File: config.mk
export PLATFORM = sky130hd
export DESIGN_NAME = dtls_ctrl
export DESIGN_NICKNAME = d
export VERILOG_FILES = /design/src/rtl/dtls_pkg.sv /design/src/rtl/dtls_ctrl.sv
export SDC_FILE = /design/constraint.sdc
export NUM_CORES = 1
export LEC_CHECK = 0
export BUFFER_PORTS_ARGS = -buffer_cell sky130_fd_sc_hd__clkbuf_2
export CAP_MARGIN = 5
export CELL_PAD_IN_SITES_DETAIL_PLACEMENT = 0
export CELL_PAD_IN_SITES_GLOBAL_PLACEMENT = 1
export CORE_MARGIN = 2
export CORE_UTILIZATION = 30
export CTS_BUF_LIST = sky130_fd_sc_hd__clkbuf_16
export DETAILED_ROUTE_END_ITERATION = 16
export PLACE_DENSITY = 0.73
export SETUP_SLACK_MARGIN = 0.02
export SLEW_MARGIN = 20
export SYNTH_ARGS = -nofsm -noshare
export SYNTH_HDL_FRONTEND = slang
export SYNTH_SLANG_ARGS = --single-unit
File: constraint.sdc
create_clock -name clk -period 1.8 [get_ports clk]
set_clock_uncertainty 0.05 [all_clocks]
set_input_delay 0.36 -clock clk [delete_from_list [all_inputs] [get_ports clk]]
set_output_delay 0.36 -clock clk [all_outputs]
set_load 0.02 [all_outputs]
File: src/rtl/dtls_pkg.sv
// ----------------------------------------------------------------------------
// Decision tree leaf splitter package
// Sizes, word layouts, status codes and the control/status bundles shared by
// the controller and the datapath.
// ----------------------------------------------------------------------------
package dtls_pkg;

    // Tree capacity.
    localparam int MAX_VERTICES = 255;
    localparam int INTERIOR_CAP = MAX_VERTICES / 2 + 1;
    localparam int VTX_W        = 8;
    localparam int INT_W        = 7;
    localparam int VTX_DEPTH    = 1 << VTX_W;
    localparam int INT_DEPTH    = 1 << INT_W;

    // Result status codes.
    typedef enum logic [1:0] {
        STATUS_OK       = 2'd0,
        STATUS_NOT_LEAF = 2'd1,
        STATUS_FULL     = 2'd2,
        STATUS_RANGE    = 2'd3
    } status_code_t;

    // Input word, vertex_index in the lowest bits.
    typedef struct packed {
        logic [31:0] right_leaf_value;
        logic [31:0] left_leaf_value;
        logic [31:0] split_threshold;
        logic [7:0]  feature_index;
        logic [7:0]  vertex_index;
    } in_item_t;

    // Result word, the slot of the split vertex in the lowest bits.
    typedef struct packed {
        logic [31:0] read_threshold;
        logic [7:0]  read_feature;
        logic [7:0]  read_right_child;
        logic [7:0]  read_left_child;
        logic        read_is_interior;
        logic [31:0] read_value;
        logic [8:0]  read_parent;
        logic [6:0]  interior_count;
        logic [7:0]  vertex_count;
        logic [7:0]  first_child_index;
        logic [6:0]  split_slot;
    } out_item_t;

    localparam int IN_DATA_W  = $bits(in_item_t);
    localparam int OUT_DATA_W = $bits(out_item_t);

    // Commands from the controller to the datapath.
    typedef struct packed {
        logic accept;
        logic fetch;
        logic swap_a;
        logic swap_b;
        logic append;
        logic load_out;
    } dp_cmd_t;

    // Status from the datapath to the controller.
    typedef struct packed {
        logic is_read;
        logic split_ok;
        logic need_swap;
    } dp_status_t;

endpackage

File: src/rtl/dtls_ctrl.sv
// ----------------------------------------------------------------------------
// Decision tree leaf splitter controller
// Sequences one word through fetch, for a valid split the optional swap A
// step, swap B and append, and the hand-over into the output register.
// ----------------------------------------------------------------------------
module dtls_ctrl (
    input  logic                 clk,
    input  logic                 rst_n,
    input  logic                 in_valid,
    output logic                 in_ready,
    output logic                 out_valid,
    input  logic                 out_ready,
    input  dtls_pkg::dp_status_t stat,
    output dtls_pkg::dp_cmd_t    cmd
);
    import dtls_pkg::*;

    typedef enum logic [5:0] {
        ST_IDLE   = 6'b000001,
        ST_FETCH  = 6'b000010,
        ST_SWAP_A = 6'b000100,
        ST_SWAP_B = 6'b001000,
        ST_APPEND = 6'b010000,
        ST_RESULT = 6'b100000
    } state_t;

    state_t state_reg;
    state_t state_next;
    logic   out_valid_reg;
    logic   out_valid_next;
    logic   load;

    // The output register is free when empty or being emptied this cycle.
    assign load = (state_reg == ST_RESULT) && (!out_valid_reg || out_ready);

    // Next-state logic.
    always_comb
    begin
        state_next = state_reg;
        case (state_reg)
            ST_IDLE:
            begin
                if (in_valid)
                begin
                    state_next = ST_FETCH;
                end
            end
            ST_FETCH:
            begin
                if (stat.is_read || !stat.split_ok)
                begin
                    state_next = ST_RESULT;
                end
                else if (stat.need_swap)
                begin
                    state_next = ST_SWAP_A;
                end
                else
                begin
                    state_next = ST_SWAP_B;
                end
            end
            ST_SWAP_A: state_next = ST_SWAP_B;
            ST_SWAP_B: state_next = ST_APPEND;
            ST_APPEND: state_next = ST_RESULT;
            ST_RESULT:
            begin
                if (load)
                begin
                    state_next = ST_IDLE;
                end
            end
            default: state_next = ST_IDLE;
        endcase
    end

    // Output valid flag.
    always_comb
    begin
        out_valid_next = out_valid_reg;
        if (load)
        begin
            out_valid_next = 1'b1;
        end
        else if (out_ready)
        begin
            out_valid_next = 1'b0;
        end
    end

    always_ff @(posedge clk or negedge rst_n)
    begin
        if (!rst_n)
        begin
            state_reg     <= ST_IDLE;
            out_valid_reg <= 1'b0;
        end
        else
        begin
            state_reg     <= state_next;
            out_valid_reg <= out_valid_next;
        end
    end

    // Commands.
    assign in_ready     = (state_reg == ST_IDLE);
    assign out_valid    = out_valid_reg;
    assign cmd.accept   = (state_reg == ST_IDLE) && in_valid;
    assign cmd.fetch    = (state_reg == ST_FETCH);
    assign cmd.swap_a   = (state_reg == ST_SWAP_A);
    assign cmd.swap_b   = (state_reg == ST_SWAP_B);
    assign cmd.append   = (state_reg == ST_APPEND);
    assign cmd.load_out = load;

endmodule

[After elaboration in Yosys (flattened, before gate mapping)]
Index checks and enable logic that the tools add are counted.
Widths: inputs -> output; s select.
Storage, ports and cells
  logic and storage cells: 25
  output and inout port bits: 8
  bits in registers: 7
  input port bits: 7
Cells by class
  reductions and logical operators: 8
  equal/unequal tests: 8
  multiplexer cells: 7
Operator list (count)
  $pmux 6 s6: 1
  $mux 6: 3
  $eq 6x1->1 const B: 1
  $eq 6x2->1 const B: 1
  $eq 6x3->1 const B: 1
  $eq 6x4->1 const B: 1
  $eq 6x5->1 const B: 1
  $eq 6x6->1 const B: 1
  $mux 4: 1
  $ne 2x2->1 const B: 2
  $logic_and 1x1->1: 2
  $logic_not 1->1: 2
  $logic_or 1x1->1: 2
  $mux 1: 2
  $reduce_and 2->1: 1
  $reduce_bool 2->1: 1

[Depth between registers and ports, before layout]
  depth in word-level cells: 5
  gate-level depth with buffers: 5
  depth with buffers taken out: 4

[Least setup slack after synthesis]
Ideal clock, no wire load.
  kind: flip-flop to output port
  from: register state_reg[2]
  to: output port cmd[0] in the netlist's numbering
  cell stages (with the launch flop): 6
  buffers on the path: 2
  slack: -0.212 ns
  data required time: 1.390 ns
  arrival: 1.602 ns
  cells stage by stage: dfrtp_1 buf_6 or4_4 or3b_4 a21oi_2 buf_4
On the way
  longest elaborated chain between the ends: 2
Ends and longest elaborated chain
  start: declaration: line dtls_ctrl.sv:27  | state_t state_reg;
  start signal: assignment: line dtls_ctrl.sv:100  | state_reg <= state_next;
  $eq 6x6->1: line dtls_ctrl.sv:34  | assign load = (state_reg == ST_RESULT) && (!out_valid_reg || out_ready);
  $logic_and 1x1->1: line dtls_ctrl.sv:34
  end: declaration: line dtls_ctrl.sv:14  | output dtls_pkg::dp_cmd_t cmd
Every way passes these cells.

==> summary.txt <==
Critical path
  – Data required, critical path: 1390 ps
  – End of the worst register-to-register path: state_reg[5]
  – Crit path max fanout: 2
  – Worst setup path endpoint: cmd[0]
  – Number of cell instances on the worst register-to-register path: 6
  – Launch instance of the worst register-to-register path: state_reg[0]
  – Critical path class: flop to output port
  – Setup slack on the worst flop-to-flop path: 60 ps
  – Data arrival time of the critical path: 1820 ps
  – Origin of the worst setup path: state_reg[0]
  – Startpoint Class: flop
  – Type of destination of the critical path: output port

Logic synthesis
  – Synth Warn #: 0
  – Most area-consuming cells after synthesis: dfrtp_1 (35%), dfstp_2 (6.1%), nor3b_1 (5.2%)
  – Cell type with the highest aggregate area in the netlist: dfrtp_1
  – Syn Nets: 53
  – Seq/Total Area, Yosys: 40.9%
  – Synth unique cells: 29
  – #FFs+latches synth: 7
  – Post-synthesis instance area: 432 sq um
  – Post-synth top area share: 34.8%
  – Post-synthesis cell count: 46
  – Mapped Avg Cell Area: 9.38 sq um

Timing
  – Worst-case hold slack: 267 ps
  – Max Clock Freq: 449 MHz
  – Hold Violations, Final: 0
  – Fraction of the cycle the final worst path needs: 124%
  – Setup violation total in the final timing report: 4
  – Clock period minus worst slack: 2230 ps
  – RSZ-0062 raised after global routing: true
  – Transition time at the pin with the least slew margin: 282 ps
  – Min setup slack post-route: -425 ps
  – Pins over their slew limit: 0
  – Relative max-transition margin: 80.9%

Pwr
  – Worst vdd ir: 1160 uV
  – P per Cell Area: 1490 nW/um^2
  – Reported leakage power: 0.409 nW

Clock network
  – Clk sink count: 7
  – CTS root buf: clkbuf_16
  – Total number of H-tree levels: 1
  – Clock insertion delay at the later pin of the skew report: 230 ps
  – TritonCTS clock tree: done
  – CTS max path bufs: 2
  – Clock transition at the registers of the reported paths: 40 ps
  – Number of buffers created by CTS: 3

Placement
  – Post-DP HPWL: 740 um
  – Worst slack, placed: -158 ps
  – # port buffers: 14
  – # placed instances: 80
  – Last weighted congestion value of the routability-driven placer: 0.749

Routing
  – DRT antenna net count: 0
  – 1st-pass router iterations: 4
  – Number of vias after detailed routing: 460
  – Drc violations: 0
  – Total detailed-routing wirelength: 1.18 mm
  – Final routed wire length divided by cell count: 12.5 um
  – Number of DRC markers in iteration 0: 5
  – Via density: 4.89

GRT
  – Largest net degree at the start of global routing: 9
  – Global-route wire length before repair: 1.92 mm
  – Antenna violations before repair: 0
  – Vias in the first global route: 469
  – Total grt overflow: 0
  – Global-route usage over all layers: 14.0%

Floorplan
  – Core region area: 1320 sq um
  – Vertical die dimension: 41.9 um
  – Effective utilization at floorplan: 32.8%
  – Total number of placement rows: 13
  – Chip width: 41.9 um
  – Top-level port count: 15
  – Total die area: 1760 sq um

Min path
  – Path type of the worst min-delay path: input pin to flop
  – Start point of the worst hold path: stat[0]

Cells and area
  – Ant diodes: 0
  – Most used cells in the layout excluding fill and tap cells: buf_4 (14), clkbuf_2 (7), dfrtp_1 (6)
  – Layout-stage area growth over the synthesis result: 98.3%
  – Commonest non-fill, non-tap cell in the layout: buf_4
  – Final layout net count: 87
  – Final std cells w/o fill: 94
  – Largest register FFs: 6
  – Share of post-route cells with drive strength above 1: 62.0%

Status
  – Status: finished with violations
  – Violated checks: setup timing

Run
  – Max-Cap Viols: 0
-- worst min path at each step --
stage / cells after the start / to
finish: 2 / state_reg[3]
global route: 2 / state_reg[3]
CTS: 2 / state_reg[3]
detailed placement: 1 / state_reg[4]
global placement: 1 / state_reg[3]
floorplan: 0 / out_valid
-- area by class of cell --
type | count | area [sq um]
repair buffers | 32 | 280
inverters | 4 | 17.5
flip-flops and latches | 7 | 176
well taps | 15 | 18.8
clock buffers | 3 | 75.1
fillers | 108 | 462
multi-input cells | 32 | 284
clock inverters | 1 | 3.75
-- where the power goes --
group	total [mW]	internal [mW]	leakage, nW	switching [mW]
combinational	0.686	0.401	0.273	0.285
clock	0.371	0.289	0.0423	0.0821
sequential	0.219	0.197	0.0930	0.0224
-- synth_stat cells --
| master | number |
|---|---|
| xor2_1 | 1 |
| o21ai_1 | 1 |
| dfstp_2 | 1 |
| clkbuf_1 | 1 |
| a31oi_1 | 1 |
| nor4_1 | 1 |
| o32ai_1 | 1 |
| nor3_1 | 1 |
| nor2b_1 | 2 |
| and3_1 | 1 |
| and3b_1 | 1 |
| nand3_1 | 1 |
| nor4b_1 | 2 |
| inv_1 | 4 |
| nor2_1 | 3 |
| or4_4 | 1 |
| nand2b_1 | 1 |
| buf_6 | 1 |
| dfrtp_1 | 6 |
| a21oi_2 | 1 |
| or3b_4 | 1 |
| or4bb_1 | 1 |
| buf_4 | 1 |
| and2_1 | 2 |
| nor3b_1 | 3 |
| a211o_1 | 1 |
| a21oi_1 | 1 |
| o21bai_1 | 1 |
| nand2_1 | 3 |
-- worst max-delay path: stages (launching register included) --
cell and delay (ps):
dfstp_2 360, or4_4 530, or3b_4 410, a21oi_2 130
clkbuf_8 160
-- metrics by stage --
step                      utilization (%)  setup TNS, ps  total power [mW]  area (sq um)
final                                65.0           -824              1.28           856
after global routing                 65.0          -1040              1.34           856
after CTS                            58.6           -749              1.14           772
after detailed placement             42.5           -158             0.592           559
after global placement               42.5           -150             0.589           559
after floorplan                         -           -236             0.453           433
-- metal layers --
metal / track usage (%) / share of wire [%]
met5: 0 / 0
met4: 1.94 / 2.2
met3: 5.22 / 7.3
met2: 23.4 / 50
met1: 17.3 / 40
-- kinds of logic (layout without fill, tap and decap cells) --
family,after synthesis,count (layout),synth area share (%)
XOR/XNOR,1,1,2.03
AND/OR/NAND/NOR,24,24,36.8
flip-flops,7,7,40.9
AO/OA/AOI/OAI,7,7,11.6
buffers and inverters,7,40,8.69
-- what timing repair did --
item	in CTS	in global routing
resized for setup	24	16
pin swaps	2	6
endpoints found under the setup margin	7	7
buffers inserted	4	5
hold endpoints to repair	6	0
hold buffers	1	0
Power figures use the tool's default switching activity.
